File: src/lfts_pkg.sv
// Shared types and constants for the trimmed-mean level switch.
// Holds register indexes, command codes, default sizes and the datapath control structs.
// No dependencies.
package lfts_pkg;

    // Default window geometry.
    localparam int DefWindowSize = 10;
    localparam int DefFirstKept  = 3;
    localparam int DefKeptCount  = 5;

    // Field widths that the frame format fixes.
    localparam int ByteW   = 8;
    localparam int LevelW  = 16;
    localparam int TrimW   = 19;
    localparam int CmdW    = 2;

    // Configuration port geometry.
    localparam int NumRegs   = 5;
    localparam int PaddrW    = $clog2(NumRegs * 4);
    localparam int RegIdxW   = PaddrW - 2;
    localparam int PdataW    = 32;

    localparam logic [RegIdxW-1:0] REG_CMD_ENABLE = RegIdxW'(0);
    localparam logic [RegIdxW-1:0] REG_FULL_LIMIT = RegIdxW'(1);
    localparam logic [RegIdxW-1:0] REG_FAULT_LIMIT = RegIdxW'(2);
    localparam logic [RegIdxW-1:0] REG_START_LOW  = RegIdxW'(3);
    localparam logic [RegIdxW-1:0] REG_START_HIGH = RegIdxW'(4);

    // Reset values of the configuration registers.
    localparam logic [LevelW-1:0] RstFullLimit  = LevelW'(80);
    localparam logic [LevelW-1:0] RstFaultLimit = LevelW'(1100);
    localparam logic [LevelW-1:0] RstStartLow   = LevelW'(680);
    localparam logic [LevelW-1:0] RstStartHigh  = LevelW'(1150);

    // Switch command codes.
    localparam logic [CmdW-1:0] CMD_NONE = CmdW'(0);
    localparam logic [CmdW-1:0] CMD_OFF  = CmdW'(1);
    localparam logic [CmdW-1:0] CMD_ON   = CmdW'(2);

    typedef struct packed {
        logic              cmd_enable;
        logic [LevelW-1:0] full_limit;
        logic [LevelW-1:0] fault_limit;
        logic [LevelW-1:0] start_low;
        logic [LevelW-1:0] start_high;
    } t_cfg;

    // Commands from the controller to the datapath.
    typedef struct packed {
        logic capture;    // latch the frame of the accepted beat
        logic store;      // shift the frame's level into the window
        logic eval;       // the accepted frame triggers an evaluation
        logic sort_step;  // one odd-even transposition phase
        logic odd_phase;  // phase parity for sort_step
        logic sum_step;   // shift the window down by one entry
        logic sum_take;   // add the bottom entry to the sum
        logic out_load;   // load the result register
    } t_dp_cmd;

    typedef struct packed {
        logic out_free;   // result register can take a new result this cycle
    } t_dp_status;

endpackage

File: src/lfts_ctrl.sv
// Controller state machine for the trimmed-mean level switch.
// Tracks the window fill count and sequences sort, sum and result load.
// Depends on lfts_pkg.
module lfts_ctrl import lfts_pkg::*; #(
    parameter int WINDOW_SIZE = DefWindowSize,
    parameter int FIRST_KEPT  = DefFirstKept,
    parameter int KEPT_COUNT  = DefKeptCount
) (
    input  logic       i_clk,
    input  logic       i_rst_n,
    input  logic       i_in_valid,
    output logic       o_in_stall,
    input  t_dp_status i_status,
    output t_dp_cmd    o_cmd
);

    localparam int CntW      = $clog2(WINDOW_SIZE + 1);
    localparam int SumLast   = (FIRST_KEPT + KEPT_COUNT < WINDOW_SIZE) ?
                               (FIRST_KEPT + KEPT_COUNT) : WINDOW_SIZE;
    localparam int FirstClip = (FIRST_KEPT < WINDOW_SIZE) ? FIRST_KEPT : WINDOW_SIZE;

    typedef enum logic [3:0] {
        S_IDLE = 4'b0001,
        S_SORT = 4'b0010,
        S_SUM  = 4'b0100,
        S_DONE = 4'b1000
    } t_state;

    t_state          r_state, n_state;
    logic [CntW-1:0] r_count, n_count;
    logic [CntW-1:0] r_step, n_step;
    logic            accept;
    logic            full;

    assign o_in_stall = (r_state != S_IDLE);
    assign accept     = i_in_valid && (r_state == S_IDLE);
    assign full       = (r_count == CntW'(WINDOW_SIZE));

    always_comb begin
        n_state = r_state;
        n_count = r_count;
        n_step  = r_step;
        o_cmd   = '0;
        o_cmd.odd_phase = r_step[0];
        o_cmd.sum_take  = (r_step >= CntW'(FirstClip));
        case (r_state)
            S_IDLE: begin
                if (accept) begin
                    o_cmd.capture = 1'b1;
                    o_cmd.eval    = full;
                    n_step        = '0;
                    if (full) begin
                        n_state = S_SORT;
                    end else begin
                        o_cmd.store = 1'b1;
                        n_count     = r_count + CntW'(1);
                        n_state     = S_DONE;
                    end
                end
            end
            S_SORT: begin
                o_cmd.sort_step = 1'b1;
                if (r_step == CntW'(WINDOW_SIZE - 1)) begin
                    n_step  = '0;
                    n_state = S_SUM;
                end else begin
                    n_step = r_step + CntW'(1);
                end
            end
            S_SUM: begin
                o_cmd.sum_step = 1'b1;
                if (r_step == CntW'(SumLast - 1)) begin
                    n_step  = '0;
                    n_count = '0;
                    n_state = S_DONE;
                end else begin
                    n_step = r_step + CntW'(1);
                end
            end
            S_DONE: begin
                if (i_status.out_free) begin
                    o_cmd.out_load = 1'b1;
                    n_state        = S_IDLE;
                end
            end
            default: begin
                n_state = S_IDLE;
            end
        endcase
    end

    always_ff @(posedge i_clk) begin
        if (!i_rst_n) begin
            r_state <= S_IDLE;
            r_count <= '0;
            r_step  <= '0;
        end else begin
            r_state <= n_state;
            r_count <= n_count;
            r_step  <= n_step;
        end
    end

    // A frame that arrives on a full window starts the sort.
    a_full_starts_sort: assert property (@(posedge i_clk) disable iff (!i_rst_n)
        (accept && full) |=> (r_state == S_SORT))
        else $error("full window did not start a sort");

    // The window never holds more than its size.
    a_count_bound: assert property (@(posedge i_clk) disable iff (!i_rst_n)
        r_count <= CntW'(WINDOW_SIZE))
        else $error("fill count beyond window size");

    // An evaluation leaves the window empty.
    a_eval_empties: assert property (@(posedge i_clk) disable iff (!i_rst_n)
        (r_state == S_SUM && r_step == CntW'(SumLast - 1)) |=> (r_count == '0))
        else $error("window not emptied after evaluation");

endmodule

File: src/lfts_dp.sv
// Datapath for the trimmed-mean level switch: frame check, sample window,
// odd-even transposition sort, serial trimmed sum, decision and result register.
// Depends on lfts_pkg.
module lfts_dp import lfts_pkg::*; #(
    parameter int WINDOW_SIZE = DefWindowSize,
    parameter int KEPT_COUNT  = DefKeptCount
) (
    input  logic              i_clk,
    input  logic              i_rst_n,
    input  logic [ByteW-1:0]  i_header_byte,
    input  logic [ByteW-1:0]  i_level_high,
    input  logic [ByteW-1:0]  i_level_low,
    input  logic [ByteW-1:0]  i_check_byte,
    input  t_cfg              i_cfg,
    input  t_dp_cmd           i_cmd,
    output t_dp_status        o_status,
    input  logic              i_out_stall,
    output logic              o_out_valid,
    output logic              o_checksum_ok,
    output logic [LevelW-1:0] o_sample_tenths,
    output logic              o_evaluated,
    output logic [TrimW-1:0]  o_trimmed_sum,
    output logic [CmdW-1:0]   o_command
);

    localparam int SumW = $clog2(KEPT_COUNT * ((1 << LevelW) - 1) + 1);
    localparam int ExtW = (SumW > TrimW) ? SumW : TrimW;

    logic [LevelW-1:0] r_store [WINDOW_SIZE];
    logic [LevelW-1:0] sort_next [WINDOW_SIZE];
    logic [ByteW-1:0]  frame_sum;
    logic              frame_ok;
    logic [LevelW-1:0] frame_level;
    logic              r_ok;
    logic [LevelW-1:0] r_level;
    logic              r_eval;
    logic [SumW-1:0]   r_sum;
    logic [SumW-1:0]   r_full_k, r_fault_k, r_low_k, r_high_k;
    logic [CmdW-1:0]   decision;
    logic [ExtW-1:0]   sum_ext;
    logic              r_out_valid;

    assign frame_sum   = i_header_byte + i_level_high + i_level_low;
    assign frame_ok    = (frame_sum == i_check_byte);
    assign frame_level = frame_ok ? {i_level_high, i_level_low} : '0;

    // One compare-exchange phase; each entry pairs with a fixed neighbor per parity.
    for (genvar gi = 0; gi < WINDOW_SIZE; gi++) begin : g_sort
        localparam bit Odd = (gi % 2) == 1;
        logic pair_up, pair_down;
        if (gi + 1 < WINDOW_SIZE) begin : g_up
            assign pair_up = (i_cmd.odd_phase == Odd);
        end else begin : g_no_up
            assign pair_up = 1'b0;
        end
        if (gi > 0) begin : g_down
            assign pair_down = (i_cmd.odd_phase != Odd);
        end else begin : g_no_down
            assign pair_down = 1'b0;
        end
        always_comb begin
            sort_next[gi] = r_store[gi];
            if (pair_up) begin
                if (r_store[gi] > r_store[(gi + 1) % WINDOW_SIZE]) begin
                    sort_next[gi] = r_store[(gi + 1) % WINDOW_SIZE];
                end
            end else if (pair_down) begin
                if (r_store[(gi + WINDOW_SIZE - 1) % WINDOW_SIZE] > r_store[gi]) begin
                    sort_next[gi] = r_store[(gi + WINDOW_SIZE - 1) % WINDOW_SIZE];
                end
            end
        end
    end

    // Window: shift-in on store, sort phase, or shift-down while summing.
    always_ff @(posedge i_clk) begin
        if (i_cmd.store) begin
            for (int i = 0; i < WINDOW_SIZE - 1; i++) begin
                r_store[i] <= r_store[i + 1];
            end
            r_store[WINDOW_SIZE - 1] <= frame_level;
        end else if (i_cmd.sort_step) begin
            r_store <= sort_next;
        end else if (i_cmd.sum_step) begin
            for (int i = 0; i < WINDOW_SIZE - 1; i++) begin
                r_store[i] <= r_store[i + 1];
            end
        end
    end

    always_ff @(posedge i_clk) begin
        if (i_cmd.capture) begin
            r_ok    <= frame_ok;
            r_level <= frame_level;
            r_eval  <= i_cmd.eval;
            r_sum   <= '0;
        end else if (i_cmd.sum_step && i_cmd.sum_take) begin
            r_sum <= r_sum + SumW'(r_store[0]);
        end
    end

    // Thresholds scaled by the kept count; refreshed every cycle.
    always_ff @(posedge i_clk) begin
        r_full_k  <= SumW'(KEPT_COUNT) * SumW'(i_cfg.full_limit);
        r_fault_k <= SumW'(KEPT_COUNT) * SumW'(i_cfg.fault_limit);
        r_low_k   <= SumW'(KEPT_COUNT) * SumW'(i_cfg.start_low);
        r_high_k  <= SumW'(KEPT_COUNT) * SumW'(i_cfg.start_high);
    end

    always_comb begin
        decision = CMD_NONE;
        if ((r_sum != '0 && r_sum < r_full_k) || r_sum > r_fault_k) begin
            decision = CMD_OFF;
        end else if (r_sum < r_high_k && r_sum > r_low_k) begin
            decision = CMD_ON;
        end
        if (!i_cfg.cmd_enable) begin
            decision = CMD_NONE;
        end
    end

    assign sum_ext           = ExtW'(r_sum);
    assign o_status.out_free = !r_out_valid || !i_out_stall;

    always_ff @(posedge i_clk) begin
        if (!i_rst_n) begin
            r_out_valid <= 1'b0;
        end else if (i_cmd.out_load) begin
            r_out_valid <= 1'b1;
        end else if (!i_out_stall) begin
            r_out_valid <= 1'b0;
        end
    end

    always_ff @(posedge i_clk) begin
        if (i_cmd.out_load) begin
            o_checksum_ok   <= r_ok;
            o_sample_tenths <= r_level;
            o_evaluated     <= r_eval;
            o_trimmed_sum   <= r_eval ? sum_ext[TrimW-1:0] : '0;
            o_command       <= r_eval ? decision : CMD_NONE;
        end
    end

    assign o_out_valid = r_out_valid;

    // A result is never loaded over one that is still waiting.
    a_no_overwrite: assert property (@(posedge i_clk) disable iff (!i_rst_n)
        i_cmd.out_load |-> (!r_out_valid || !i_out_stall))
        else $error("result register overwritten while held");

    // Frames that did not evaluate carry no sum and no command.
    a_plain_result: assert property (@(posedge i_clk) disable iff (!i_rst_n)
        (r_out_valid && !o_evaluated) |-> (o_trimmed_sum == '0 && o_command == CMD_NONE))
        else $error("sum or command on a frame that did not evaluate");

endmodule

File: src/level_frame_trimmed_mean_switch.sv
// Top level of the trimmed-mean level switch: configuration registers and the
// controller and datapath instances.
// Depends on lfts_pkg, lfts_ctrl and lfts_dp.
//
// Each input beat is a four-byte sensor frame; the block checks its checksum, takes
// the 16-bit level (zero on a bad checksum) and returns exactly one result beat per
// frame. Until the window holds WINDOW_SIZE samples a frame's level is stored and
// its result is loaded once the output register is free; no new frame is taken
// before that load. A frame that meets a full window is not stored: the window is
// sorted by an odd-even transposition network, one compare-exchange phase per cycle,
// then shifted out one entry per cycle into an accumulator that adds sorted
// positions FIRST_KEPT up to FIRST_KEPT+KEPT_COUNT-1 (clipped to the window);
// the result is then loaded once the output register is free. The sum is
// compared with KEPT_COUNT times each threshold, giving the off, on or none command,
// which reads as none while commands are disabled; the window is then empty.
// The input channel is stalled while a frame is in work; a finished result waits in
// an output register, and a new frame is taken while it waits. Configuration
// registers sit at byte addresses 0, 4, 8, 12 and 16 and should be written only
// while the block is idle.
module level_frame_trimmed_mean_switch import lfts_pkg::*; #(
    parameter int WINDOW_SIZE = DefWindowSize,
    parameter int FIRST_KEPT  = DefFirstKept,
    parameter int KEPT_COUNT  = DefKeptCount
) (
    input  logic              i_clk,
    input  logic              i_rst_n,
    // Configuration port.
    input  logic              psel,
    input  logic              penable,
    input  logic              pwrite,
    input  logic [PaddrW-1:0] paddr,
    input  logic [PdataW-1:0] pwdata,
    output logic [PdataW-1:0] prdata,
    output logic              pready,
    // Frame input channel.
    input  logic              i_in_valid,
    output logic              o_in_stall,
    input  logic [ByteW-1:0]  i_header_byte,
    input  logic [ByteW-1:0]  i_level_high,
    input  logic [ByteW-1:0]  i_level_low,
    input  logic [ByteW-1:0]  i_check_byte,
    // Result output channel.
    output logic              o_out_valid,
    input  logic              i_out_stall,
    output logic              o_checksum_ok,
    output logic [LevelW-1:0] o_sample_tenths,
    output logic              o_evaluated,
    output logic [TrimW-1:0]  o_trimmed_sum,
    output logic [CmdW-1:0]   o_command
);

    t_cfg              r_cfg;
    logic              cfg_write;
    logic [RegIdxW-1:0] reg_idx;
    t_dp_cmd           dp_cmd;
    t_dp_status        dp_status;

    assign pready    = 1'b1;
    assign reg_idx   = paddr[PaddrW-1:2];
    assign cfg_write = psel && penable && pwrite;

    // Register writes take the low bits of the data; unknown indexes are ignored.
    always_ff @(posedge i_clk) begin
        if (!i_rst_n) begin
            r_cfg.cmd_enable  <= 1'b0;
            r_cfg.full_limit  <= RstFullLimit;
            r_cfg.fault_limit <= RstFaultLimit;
            r_cfg.start_low   <= RstStartLow;
            r_cfg.start_high  <= RstStartHigh;
        end else if (cfg_write) begin
            case (reg_idx)
                REG_CMD_ENABLE:  r_cfg.cmd_enable  <= pwdata[0];
                REG_FULL_LIMIT:  r_cfg.full_limit  <= pwdata[LevelW-1:0];
                REG_FAULT_LIMIT: r_cfg.fault_limit <= pwdata[LevelW-1:0];
                REG_START_LOW:   r_cfg.start_low   <= pwdata[LevelW-1:0];
                REG_START_HIGH:  r_cfg.start_high  <= pwdata[LevelW-1:0];
                default: begin
                end
            endcase
        end
    end

    always_comb begin
        case (reg_idx)
            REG_CMD_ENABLE:  prdata = PdataW'(r_cfg.cmd_enable);
            REG_FULL_LIMIT:  prdata = PdataW'(r_cfg.full_limit);
            REG_FAULT_LIMIT: prdata = PdataW'(r_cfg.fault_limit);
            REG_START_LOW:   prdata = PdataW'(r_cfg.start_low);
            REG_START_HIGH:  prdata = PdataW'(r_cfg.start_high);
            default:         prdata = '0;
        endcase
    end

    // The controller owns the fill count and the sequencing.
    lfts_ctrl #(
        .WINDOW_SIZE (WINDOW_SIZE),
        .FIRST_KEPT  (FIRST_KEPT),
        .KEPT_COUNT  (KEPT_COUNT)
    ) u_ctrl (
        .i_clk      (i_clk),
        .i_rst_n    (i_rst_n),
        .i_in_valid (i_in_valid),
        .o_in_stall (o_in_stall),
        .i_status   (dp_status),
        .o_cmd      (dp_cmd)
    );

    // The datapath holds the window, the sort network, the sum and the result.
    lfts_dp #(
        .WINDOW_SIZE (WINDOW_SIZE),
        .KEPT_COUNT  (KEPT_COUNT)
    ) u_dp (
        .i_clk           (i_clk),
        .i_rst_n         (i_rst_n),
        .i_header_byte   (i_header_byte),
        .i_level_high    (i_level_high),
        .i_level_low     (i_level_low),
        .i_check_byte    (i_check_byte),
        .i_cfg           (r_cfg),
        .i_cmd           (dp_cmd),
        .o_status        (dp_status),
        .i_out_stall     (i_out_stall),
        .o_out_valid     (o_out_valid),
        .o_checksum_ok   (o_checksum_ok),
        .o_sample_tenths (o_sample_tenths),
        .o_evaluated     (o_evaluated),
        .o_trimmed_sum   (o_trimmed_sum),
        .o_command       (o_command)
    );

endmodule

File: config.mk
export PLATFORM = sky130hd
export DESIGN_NAME = level_frame_trimmed_mean_switch
export DESIGN_NICKNAME = d
export VERILOG_FILES = /design/src/lfts_pkg.sv /design/src/lfts_ctrl.sv /design/src/lfts_dp.sv /design/src/level_frame_trimmed_mean_switch.sv
export SDC_FILE = /design/constraint.sdc
export NUM_CORES = 1
export LEC_CHECK = 0
export BUFFER_PORTS_ARGS = -buffer_cell sky130_fd_sc_hd__buf_2
export CORE_ASPECT_RATIO = 0.7
export CORE_MARGIN = 3
export CORE_UTILIZATION = 40
export CTS_CLUSTER_SIZE = 8
export DETAILED_ROUTE_END_ITERATION = 8
export GPL_ROUTABILITY_DRIVEN = 0
export SLEW_MARGIN = 20
export SYNTH_ARGS = -nofsm -noshare
export SYNTH_HDL_FRONTEND = slang
export SYNTH_HIERARCHICAL = 1
export SYNTH_SLANG_ARGS = --single-unit
File: constraint.sdc
create_clock -name i_clk -period 6.4 [get_ports i_clk]
set_clock_uncertainty 0.05 [all_clocks]
set_input_delay 0.96 -clock i_clk [delete_from_list [all_inputs] [get_ports i_clk]]
set_output_delay 0.96 -clock i_clk [all_outputs]
set_load 0.02 [all_outputs]
After elaboration in Yosys (flattened, before gate mapping) --
Cells that the tools add are included.
Word-level totals: flip-flop bits (word level) 390, output and inout port bits 74, word-level logic and storage cells 186
Cells by class: add/sub/neg operators 5, $mul 4, $lt $le $gt $ge 14, equal/unequal tests 31, muxes and demuxes 59, bitwise operators 2, reduce and logical (&&, ||, !) cells 38
Operator list (count):
- $mux 16 | 30
- $mux 144 | 2
- $mux 160 | 1
- $gt 16x16->1 | 9
- $pmux 16 s5 | 1
- $mul 3x16->19 const A | 4
- $mux 4 | 11
- $gt 19x19->1 | 2
- $lt 19x19->1 | 2
- $reduce_and 3->1 | 10
- $ne 4x1->1 const B | 6
- $add 19x16->19 | 1
- $reduce_bool 19->1 | 1
- $add 8x8->8 | 2
- $ne 4x3->1 const B | 4
- $pmux 4 s4 | 1
- $reduce_and 2->1 | 8
- $eq 4x4->1 const B | 3
- $pmux 4 s3 | 1
- $add 4x1->4 const B | 2
- $eq 4x3->1 const B | 2
- $eq 8x8->1 | 1
- $mux 1 | 8
- $ne 2x1->1 const B | 4
- 21 further kinds | 37

Longest topological paths before layout --
Gate-level depths: netlist of the first run.
depth in word-level cells 6, gate-level depth with buffers 13, depth with buffers taken out 11

Cells and area by module --
The synthesis of the first run kept the hierarchy.
By module, submodules not included:
- lfts_dp | instances 1, cells an instance 2016, area an instance 20225.6 µm², sequential area each 8438.1 µm²
- level_frame_trimmed_mean_switch | instances 1, cells an instance 343, area an instance 3105.5 µm², sequential area each 1301.2 µm²
- lfts_ctrl | instances 1, cells an instance 87, area an instance 765.7 µm², sequential area each 240.2 µm²

Least setup slack after synthesis of the first run --
Ideal clock, no wire load.
path type input to register, from input port i_in_valid, to register u_dp/r_store[48] (netlist name), enable pin, arrival time 3.394 ns, slack 2.542 ns, stages on the path 9, buffers on the path 1, path through nand3_2 inv_1 buf_2 nand3b_1 nor3_1 o211ai_1 a41oi_1 or3_1 a211oi_1
RTL lines:
- from (decl) | RTL line level_frame_trimmed_mean_switch.sv:36 | input logic i_in_valid,
- to (signal, indexed assignment) | RTL line lfts_dp.sv:79 | r_store[i] <= r_store[i + 1];
- to (signal, indexed assignment) | RTL line lfts_dp.sv:81 | r_store[WINDOW_SIZE - 1] <= frame_level;
- to (signal assigned) | RTL line lfts_dp.sv:83 | r_store <= sort_next;
- to (decl) | RTL line lfts_dp.sv:29 | logic [LevelW-1:0] r_store [WINDOW_SIZE];

==> flow_metrics.tcl, run 1 <==
set metrics [dict create \
    die_width_um 299 \
    grt.overflow.total 0 \
    cp_num_buf_inv 3 \
    worstMarginPinSlew_ns 1.07 \
    cts-hold-fix-buffers 0 \
    num_rows 74 \
    h-tree-depth 2 \
    ys_warn_count 6 \
    grt_pass1_wl_um 97700 \
    path_cells "nor4b_4 > nand3_2 > inv_1 > buf_4 > nand3b_1 > buf_4 > nor3_1 > a21oi_1 > o21a_1 > o21a_1" \
    synth-seq-cells 390 \
    finalCritPeriodShare_pct 65.5 \
    cts_resized 0 \
    synth_area_um2 24100 \
    outcome "completed" \
    period_needed_ns 4.19 \
    power_density_nw_per_um2 232 \
    ys_async_sr_fraction_pct 0 \
    critPathArrivalTime_ns 4.34 \
    drc 0 \
    wirelength_um 62600 \
    wire_per_inst_um 18.5 \
    drt-vias-per-instance 5.39 \
    coreArea_um2 59000 \
    syn-instance-count 2446 \
    ios 150 \
    crit_slowest_cell "o21a_1" \
    grt_max_degree 69 \
    drt_iter0_markers 1427 \
    ys_types 82 \
    power.leakage_nw 12.2 \
    antenna_left 0 \
    crit_path_end_kind "register" \
    min_path_type "register to register" \
    clock_latency_ns 0.62 \
    ys_seq_area_share_pct 41.4 \
    drive_above_1_share_pct 9.47 \
    path_delay_family "simple AND/OR/NAND/NOR gates" \
    grt_pass1_vias 17800 \
    die_y_um 211 \
    numCtsBuffers 54 \
    dp_hpwl_um 48200 \
    fin_nets 3005 \
    cts_root_buf "clkbuf_16" \
    antenna_found_initial 0 \
    grt_usage_pct 19.5 \
    clock_path_buffers 3 \
    port_buffers 114 \
    drt_pass1_iterations 8 \
    drv_slew 0 \
    peakVddDrop_mv 0.203 \
    dp_cells 3302 \
    start_util_pct 40.9 \
    synth_edf_count 217 \
    relSlewSlack_pct 28.9 \
    syn2layout_area_growth_pct 11.7 \
    synth.avg_cell_area_um2 9.85 \
    num_vias 18200 \
    fmax_mhz 238 \
    path_max_fanout 38 \
    hold_viol 0 \
    slowest_delay_ns 0.73 \
    cts_setup_buffers 0 \
    cts_tree "done" \
    timing.setup.tns_ns 0 \
    setup_viol 0 \
    die_area_um2 63300 \
    finalNonFillerCells 3376 \
    rsz0062_at_grt "no" \
    critPathKind "register to register" \
    clkSinkCount 390 \
    drv_cap 0 \
    clkTransAtPathRegs_ns 0.05 \
    worst_ep_required_time_ns 6.55 \
    synth-main-ff-cell "edfxtp_1" \
    start_kind "register" \
]
registers in the layout, indices dropped and copies added, names as in the netlist:
name and cells:
r_cfg 65, u_ctrl/r_count 4, u_ctrl/r_state 4, u_ctrl/r_step 4, u_dp/o_checksum_ok 1, u_dp/o_command 2, u_dp/o_evaluated 1, u_dp/o_out_valid 1
u_dp/o_sample_tenths 16, u_dp/o_trimmed_sum 19, u_dp/r_eval 1, u_dp/r_fault_k 19, u_dp/r_full_k 19, u_dp/r_high_k 19, u_dp/r_level 16, u_dp/r_low_k 19
u_dp/r_ok 1, u_dp/r_store 160, u_dp/r_sum 19
stage by stage:
stage	util, %	instance area [µm²]	hold slack, ns	setup slack (ns)	power, mW
after global placement	43.1	25400	0.348	1.99	3.66
after floorplan	-	24200	0.315	2.54	3.44
after global routing	45.6	26900	0.363	1.82	6.55
after CTS	45.6	26900	0.355	2.18	6.33
final	45.6	26900	0.357	2.21	6.25
after detailed placement	43.1	25400	0.347	1.92	3.69
cell type report:
cell class | instances | area [µm²]
fill | 5535 | 32100
tap | 798 | 998
sequential | 390 | 9980
multi-input combinational | 1723 | 12800
antenna | 1 | 2.50
clock inverter | 3 | 76.3
clock buffer | 70 | 1410
inverter | 257 | 965
timing repair buffer | 134 | 721
layer usage:
metal | share of wire (%) | track usage (%) | up-vias
li1 | - | - | 8887
met1 | 50 | 29.0 | 8669
met2 | 40 | 28.1 | 567
met3 | 8.3 | 5.19 | 89
met4 | 1.8 | 4.74 | 0
met5 | 0 | 0 | -
kinds of logic (layout without fill, tap and decap cells):
group | count (synthesis) | in the layout | synth area share, %
AO/OA/AOI/OAI | 589 | 589 | 14.9
XOR/XNOR | 82 | 82 | 2.98
adder cells (fa/ha/maj) | 369 | 369 | 19.6
buffers and inverters | 348 | 464 | 5.96
flip-flops | 390 | 390 | 41.4
multiplexers | 68 | 68 | 2.90
other | 2 | 18 | 0.0312
AND/OR/NAND/NOR | 598 | 598 | 12.3
worst paths after layout:
path	start	to	slack, ns	cells after the start
worst max-delay path	u_ctrl/r_state[0]	u_dp/r_store[140]	2.21	10
worst min register to register	r_cfg[17]	u_dp/r_low_k[1]	0.36	0
worst min-delay path	r_cfg[17]	u_dp/r_low_k[1]	0.36	0
worst max register to register	u_ctrl/r_state[0]	u_dp/r_store[140]	2.21	10
power breakdown:
part	leakage, nW	switching [mW]	internal (mW)
clock	0.714	1.08	1.52
sequential	3.46	0.100	2.80
combinational	7.98	0.454	0.295
total	12.2	1.63	4.62
cells in the mapped netlist (6+ instances only):
cell	number	share of area, %
mux2i_1	53	2.2
fa_1	13	1.1
a211oi_1	12	0.37
o21ai_1	21	0.44
o21a_1	39	1.2
clkbuf_1	54	0.84
nor3_1	20	0.42
and2_1	26	0.68
buf_2	7	0.15
nor2_1	71	1.1
xnor2_1	60	2.2
nand4_1	38	0.99
mux2_2	15	0.70
nor2b_1	36	0.93
a22oi_1	16	0.50
o21ai_0	229	4.8
nand3_1	38	0.79
ha_1	356	18
o211ai_1	17	0.53
and4_1	6	0.22
nand2b_1	18	0.47
xor2_1	22	0.80
buf_6	6	0.28
and2_4	12	0.44
or3_1	6	0.16
inv_1	257	4.0
o21bai_1	12	0.37
nand3b_1	8	0.25
edfxtp_1	217	27
nor4_1	10	0.26
a21o_1	55	1.7
nand2_1	276	4.3
dfxtp_1	173	14
o311ai_0	9	0.33
buf_4	20	0.62
a21oi_1	123	2.6
and3_1	13	0.34
cells in the final DEF, fill, tap and decap left out, types with 6 or more instances in the layout:
| master | Yosys | final |
|---|---|---|
| a21oi_1 | 123 | 123 |
| xnor2_1 | 60 | 60 |
| clkbuf_16 | 0 | 54 |
| fa_1 | 13 | 13 |
| nand3b_1 | 8 | 8 |
| edfxtp_1 | 217 | 217 |
| a22oi_1 | 16 | 16 |
| dfxtp_1 | 173 | 173 |
| mux2i_1 | 53 | 53 |
| and2_4 | 12 | 12 |
| nor2_1 | 71 | 70 |
| nand3_1 | 38 | 38 |
| ha_1 | 356 | 356 |
| buf_4 | 20 | 20 |
| nand2_1 | 276 | 276 |
| nor3_1 | 20 | 20 |
| o21a_1 | 39 | 39 |
| nand2b_1 | 18 | 18 |
| xor2_1 | 22 | 22 |
| and4_1 | 6 | 6 |
| nand4_1 | 38 | 38 |
| mux2_2 | 15 | 15 |
| o211ai_1 | 17 | 17 |
| nor2b_1 | 36 | 36 |
| o21ai_1 | 21 | 21 |
| clkbuf_1 | 54 | 16 |
| o21bai_1 | 12 | 12 |
| nor4_1 | 10 | 10 |
| inv_1 | 257 | 257 |
| buf_2 | 7 | 114 |
| and2_1 | 26 | 26 |
| o21ai_0 | 229 | 229 |
| a211oi_1 | 12 | 10 |
| o311ai_0 | 9 | 9 |
| or3_1 | 6 | 6 |
| and3_1 | 13 | 12 |
| conb_1 | 2 | 17 |
| a21o_1 | 55 | 55 |
(Power assumes the default switching activity.)
==> run 2, diff against run 1 <==
==> constraint.sdc (replaced) <==
create_clock -name i_clk -period 4.21 [get_ports i_clk]
set_clock_uncertainty 0.05 [all_clocks]
set_input_delay 0.6315 -clock i_clk [delete_from_list [all_inputs] [get_ports i_clk]]
set_output_delay 0.6315 -clock i_clk [all_outputs]
set_load 0.02 [all_outputs]
==> run 2 against run 1 <==
Cell area rose by 0.53%. Sequential power increased by 52%. Total power up 54%. Global-route usage fell by 0.060 points. Critical path depth did not move. Setup slack got worse by 1.4 ns. Critical endpoint is now u_dp/r_store[33].
==> flow_metrics.tcl, run 2 (same netlist as run 1, synthesis figures left out) <==
set metrics [dict create \
    intPower_mw 7.11 \
    grt.busiest_layer "met1" \
    crit_path_end "u_dp/r_store[33]" \
    grt_max_degree 97 \
    drv_slew 0 \
    coreArea_um2 59000 \
    num_vias 18300 \
    clkTransAtPathRegs_ns 0.05 \
    crit_top_cell "buf_4" \
    outcome "completed" \
    power.leakage_nw 12.2 \
    critPathKind "register to register" \
    ios 150 \
    num_rows 74 \
    fmax_mhz 298 \
    wirelength_um 62800 \
    cts_resized 0 \
    drt_pass1_iterations 7 \
    power_frac_comb_pct 11.9 \
    seqPwrFrac_pct 45.8 \
    drc 0 \
    crit_path_end_kind "register" \
    groute.layer.met3.usage_pct 4.95 \
    largest_reg_flops 160 \
    grt_pass1_wl_um 97200 \
    r2r_slack_ns 0.85 \
    top_register "u_dp/r_store" \
    grt_use_met2_pct 27.9 \
    cts_tree "done" \
    slowest_delay_ns 0.51 \
    use_met1_pct 29.0 \
    h-tree-depth 2 \
    numCtsBuffers 54 \
    clock_latency_ns 0.60 \
    total_power_mw 9.63 \
    clkPwrFrac_pct 42.3 \
    start_kind "register" \
    peakVddDrop_mv 0.260 \
    finalCritPeriodShare_pct 79.8 \
    switching_power_mw 2.52 \
    setup_viol 0 \
    period_needed_ns 3.36 \
    cts_root_buf "clkbuf_16" \
    r2r-end "u_dp/r_store[33]" \
    drt_iter0_markers 1443 \
    critPathArrivalTime_ns 3.60 \
    die_width_um 299 \
    clkSinkCount 390 \
    syn2layout_area_growth_pct 12.3 \
    swShare_pct 26.1 \
    hold_viol 0 \
    die_y_um 211 \
    startpoint "u_ctrl/r_state[0]" \
    start_util_pct 40.9 \
    port_buffers 114 \
    fin_nets 3014 \
    min_path_type "input pin to register" \
    drive_above_1_share_pct 9.72 \
    crit_cells 10 \
    wire_per_inst_um 18.5 \
    dp_hpwl_um 48300 \
    die_area_um2 63300 \
    grt_usage_pct 19.4 \
    worst_ep_required_time_ns 4.45 \
    relSlewSlack_pct 33.6 \
    worstMarginPinSlew_ns 0.996 \
    antenna_found_initial 0 \
    cts-hold-fix-buffers 0 \
    layout_commonest_cell "ha_1" \
    path_delay_family "buffers and inverters" \
    drv_cap 0 \
    timing.setup.tns_ns 0 \
    clock_path_buffers 3 \
    grt.overflow.total 0 \
    cp_num_buf_inv 4 \
    largestRegisters "u_dp/r_store x160, r_cfg x65" \
    grt_pass1_vias 17600 \
    rsz0062_at_grt "no" \
    antenna_left 0 \
    cts_setup_buffers 0 \
    path_cells "nor4b_4 > nand3_2 > inv_1 > nand3b_1 > buf_12 > buf_4 > nor3_1 > a211o_1 > a211oi_2 > buf_4" \
    rr_worst_depth 10 \
    mostFrequentLayoutCells "ha_1 (356), nand2_1 (276), inv_1 (257)" \
    drt-vias-per-instance 5.38 \
    path_max_fanout 89 \
    r2r-start "u_ctrl/r_state[0]" \
    power_density_nw_per_um2 356 \
    whs_path_depth 3 \
    crit_slowest_cell "dfxtp_1" \
]
==> run 2: cell count changes in the layout (fill, tap and decap cells not counted) <==
cell	change
clkbuf_16	+1
buf_4	+8
and3_1	+1
clkinv_16	-1
clkbuf_1	+16
buf_12	+1
nor3_2	+1
inv_16	+1
nor3_1	-1
and3_2	-1
clkinv_8	-1
==> run 2: per-stage QoR <==
step | instances | cell area, µm² | hold WS (ns) | worst slack (ns) | util, %
6_report | 3401 | 27100 | 0.264 | 0.849 | 45.9
5_1_grt | 3400 | 27100 | 0.248 | 0.551 | 45.9
4_1_cts | 3400 | 27000 | 0.228 | 0.852 | 45.9
3_5_place_dp | 3311 | 25500 | 0.350 | 0.547 | 43.2
3_3_place_gp | 3311 | 25500 | 0.342 | 0.594 | 43.2
2_1_floorplan | 2461 | 24200 | 0.315 | 0.457 | -
==> run 2: worst reg2reg max path: stages, from the launching register on <==
cell and delay (ns):
dfxtp_1 0.51, nor4b_4 0.40, nand3_2 0.18, inv_1 0.17, nand3b_1 0.17, buf_12 0.30
buf_4 0.39, nor3_1 0.09, a211o_1 0.33, a211oi_2 0.20, buf_4 0.26
==> run 2: per-layer routing <==
layer / vias up / routed length (µm)
li1: 8928 / -
met1: 8645 / 30800
met4: 0 / 1270
met5: - / 0
met3: 91 / 5480
met2: 618 / 25200
==> run 2: worst min path at each step <==
stage               slack (ns)      start                to
floorplan                 0.31   r_cfg[1]  u_dp/r_high_k[1]
global placement          0.34  r_cfg[17]   u_dp/r_low_k[1]
detailed placement        0.35  r_cfg[17]   u_dp/r_low_k[1]
CTS                       0.23  pwdata[5]         r_cfg[53]
global route              0.25  pwdata[3]         r_cfg[51]
finish                    0.26  pwdata[3]         r_cfg[51]
==> run 2: final cells by class <==
class	instances	area, µm²
Antenna cell	1	2.50
Clock buffer	87	1500
Clock inverter	2	50.0
Fill cell	5555	31900
Inverter	257	965
Multi-Input combinational cell	1723	12800
Sequential cell	390	9980
Tap cell	798	998
Timing Repair Buffer	143	801
==> run 2: power by group through the flow <==
stage	sequential, mW	combinational, mW	clock, mW
floorplan	4.42	0.813	0
global placement	4.47	1.09	0
detailed placement	4.48	1.14	0
CTS	4.40	1.14	4.17
global route	4.42	1.30	4.32
finish	4.41	1.15	4.08
==> run 3, diff against run 2 <==
==> constraint.sdc (replaced) <==
create_clock -name i_clk -period 2.8 [get_ports i_clk]
set_clock_uncertainty 0.05 [all_clocks]
set_input_delay 0.42 -clock i_clk [delete_from_list [all_inputs] [get_ports i_clk]]
set_output_delay 0.42 -clock i_clk [all_outputs]
set_load 0.02 [all_outputs]
==> run 3 against run 2 <==
Sequential cell count unchanged. Setup slack worse by 0.76 ns. Cell area up 4.8%. Global-route usage up 1.2 points. Die area unchanged. Final cell count up 4.2%. Core utilization up 2.2 points. Clock-buffer cell count unchanged. Critical path type unchanged.
==> flow_metrics.tcl, run 3 (same netlist as run 1, synthesis figures left out) <==
set metrics [dict create \
    swShare_pct 26.4 \
    hp-start "pwdata[3]" \
    critPathArrivalTime_ns 3.17 \
    power.leakage_nw 13.0 \
    die_area_um2 63300 \
    relSlewSlack_pct 41.1 \
    clkPwrFrac_pct 41.2 \
    cts_root_buf "clkbuf_16" \
    cts-hold-fix-buffers 0 \
    clock_latency_ns 0.60 \
    h-tree-depth 2 \
    grt_usage_pct 20.7 \
    drc 0 \
    peakVddDrop_mv 0.436 \
    power_frac_comb_pct 13.7 \
    port_buffers 114 \
    cts_tree "done" \
    diodes 0 \
    r2r-start "r_cfg[49]" \
    worstMarginPinSlew_ns 0.883 \
    clock_path_buffers 3 \
    grt_pass1_wl_um 103000 \
    drv_slew 0 \
    layout_commonest_cell "ha_1" \
    intPower_mw 10.8 \
    rsz0062_at_grt "yes" \
    wirelength_um 66800 \
    numCtsBuffers 54 \
    crit_path_end_kind "register" \
    final_core_util_pct 48.1 \
    setup_viol 0 \
    min_path_type "input pin to register" \
    die_width_um 299 \
    start_util_pct 40.9 \
    drt_iter0_markers 1633 \
    start_kind "register" \
    critPathKind "register to register" \
    fill_cells 5476 \
    drt_pass1_iterations 5 \
    wire_per_inst_um 18.8 \
    power_density_nw_per_um2 517 \
    grt_max_degree 129 \
    hold_viol 0 \
    coreArea_um2 59000 \
    fmax_mhz 368 \
    die_y_um 211 \
    clkSinkCount 390 \
    clkTransAtPathRegs_ns 0.06 \
    num_vias 19000 \
    finalCritPeriodShare_pct 96.9 \
    outcome "completed" \
    multiInputGateArea_um2 12900 \
    drive_above_1_share_pct 15.8 \
    seqPwrFrac_pct 45.1 \
    antenna_found_initial 1 \
    grt.overflow.total 0 \
    grt_pass1_vias 18600 \
    startpoint "r_cfg[49]" \
    top_register "u_dp/r_store" \
    dp_hpwl_um 52500 \
    largestRegisters "u_dp/r_store x160, r_cfg x65" \
    drt-vias-per-instance 5.37 \
    register_area_um2 9990 \
    worst_ep_required_time_ns 3.26 \
    largest_reg_flops 160 \
    switching_power_mw 3.87 \
    syn2layout_area_growth_pct 17.7 \
    num_rows 74 \
    antenna_left 0 \
    period_needed_ns 2.71 \
    ios 150 \
    timing.setup.tns_ns 0 \
    fin_nets 3157 \
    mostFrequentLayoutCells "ha_1 (354), nand2_1 (276), inv_1 (256)" \
    path_max_fanout 4 \
    drv_cap 0 \
]
[run 3: cell types whose count changed in the layout (fill, tap and decap cells not counted), moves of 3 or more]
| cell | before | now |
|---|---|---|
| nand3_1 | 38 | 32 |
| o21ai_1 | 21 | 24 |
| fa_2 | 0 | 3 |
| a21oi_2 | 5 | 14 |
| buf_12 | 1 | 7 |
| a21oi_1 | 123 | 112 |
| dfxtp_1 | 173 | 166 |
| nand3_2 | 1 | 7 |
| dfxtp_2 | 0 | 7 |
| o21ai_0 | 229 | 225 |
| fa_1 | 13 | 10 |
| buf_4 | 28 | 164 |
[run 3: stage by stage]
| step | hold slack (ns) | setup slack [ns] | instances | area (µm²) | power [mW] |
|---|---|---|---|---|---|
| detailed placement | 0.354 | -0.466 | 3445 | 26600 | 8.65 |
| CTS | 0.0286 | 0.00631 | 3539 | 28200 | 14.7 |
| global route | 0.0589 | -0.0468 | 3543 | 28400 | 15.3 |
| floorplan | 0.315 | -0.152 | 2461 | 24300 | 7.89 |
| global placement | 0.342 | -0.386 | 3445 | 26600 | 8.56 |
| finish | 0.0696 | 0.0862 | 3543 | 28400 | 14.7 |
[run 3: power by group through the flow]
| stage | clock network [mW] | registers (mW) | logic [mW] |
|---|---|---|---|
| after floorplan | 0 | 6.64 | 1.24 |
| after global placement | 0 | 6.71 | 1.84 |
| after detailed placement | 0 | 6.72 | 1.93 |
| after CTS | 6.16 | 6.61 | 1.97 |
| after global routing | 6.38 | 6.64 | 2.23 |
| final | 6.04 | 6.62 | 2.00 |
[run 3: cell type report]
type,count,share of cell area (%)
Multi-Input combinational cell,1723,45.7
Sequential cell,390,35.2
Timing Repair Buffer,286,6.89
Clock buffer,87,5.20
Tap cell,798,3.52
Inverter,257,3.40
Clock inverter,2,0.128
[run 3: metal layers]
metal | GRT usage (%) | vias up | part of all wire (%)
met5 | 0 | - | 0
met3 | 4.49 | 76 | 8.1
li1 | - | 9192 | -
met1 | 32.1 | 9139 | 51
met4 | 4.35 | 0 | 1.6
met2 | 29.2 | 631 | 40
[run 3: final timing paths]
check,cells after the start,slack [ns],to
min,3,0.07,r_cfg[51]
max reg2reg,11,0.09,u_dp/r_full_k[13]
max,11,0.09,u_dp/r_full_k[13]
min reg2reg,0,0.33,u_dp/r_low_k[1]
[run 3: what timing repair did]
item,4_1_cts,5_1_grt
pin swaps,3,13
resized for setup,8,25
endpoints found under the setup margin,119,154
buffers inserted,5,4
[run 3: worst max-delay path, stage by stage (launching register included)]
cell      delay, ns
dfxtp_2        0.35
ha_1           0.30
ha_1           0.23
fa_1           0.41
a21o_1         0.19
a21oi_2        0.17
o21bai_1       0.08
a21o_1         0.21
a21oi_2        0.18
o21ai_0        0.11
a21oi_1        0.20
xnor2_1        0.14
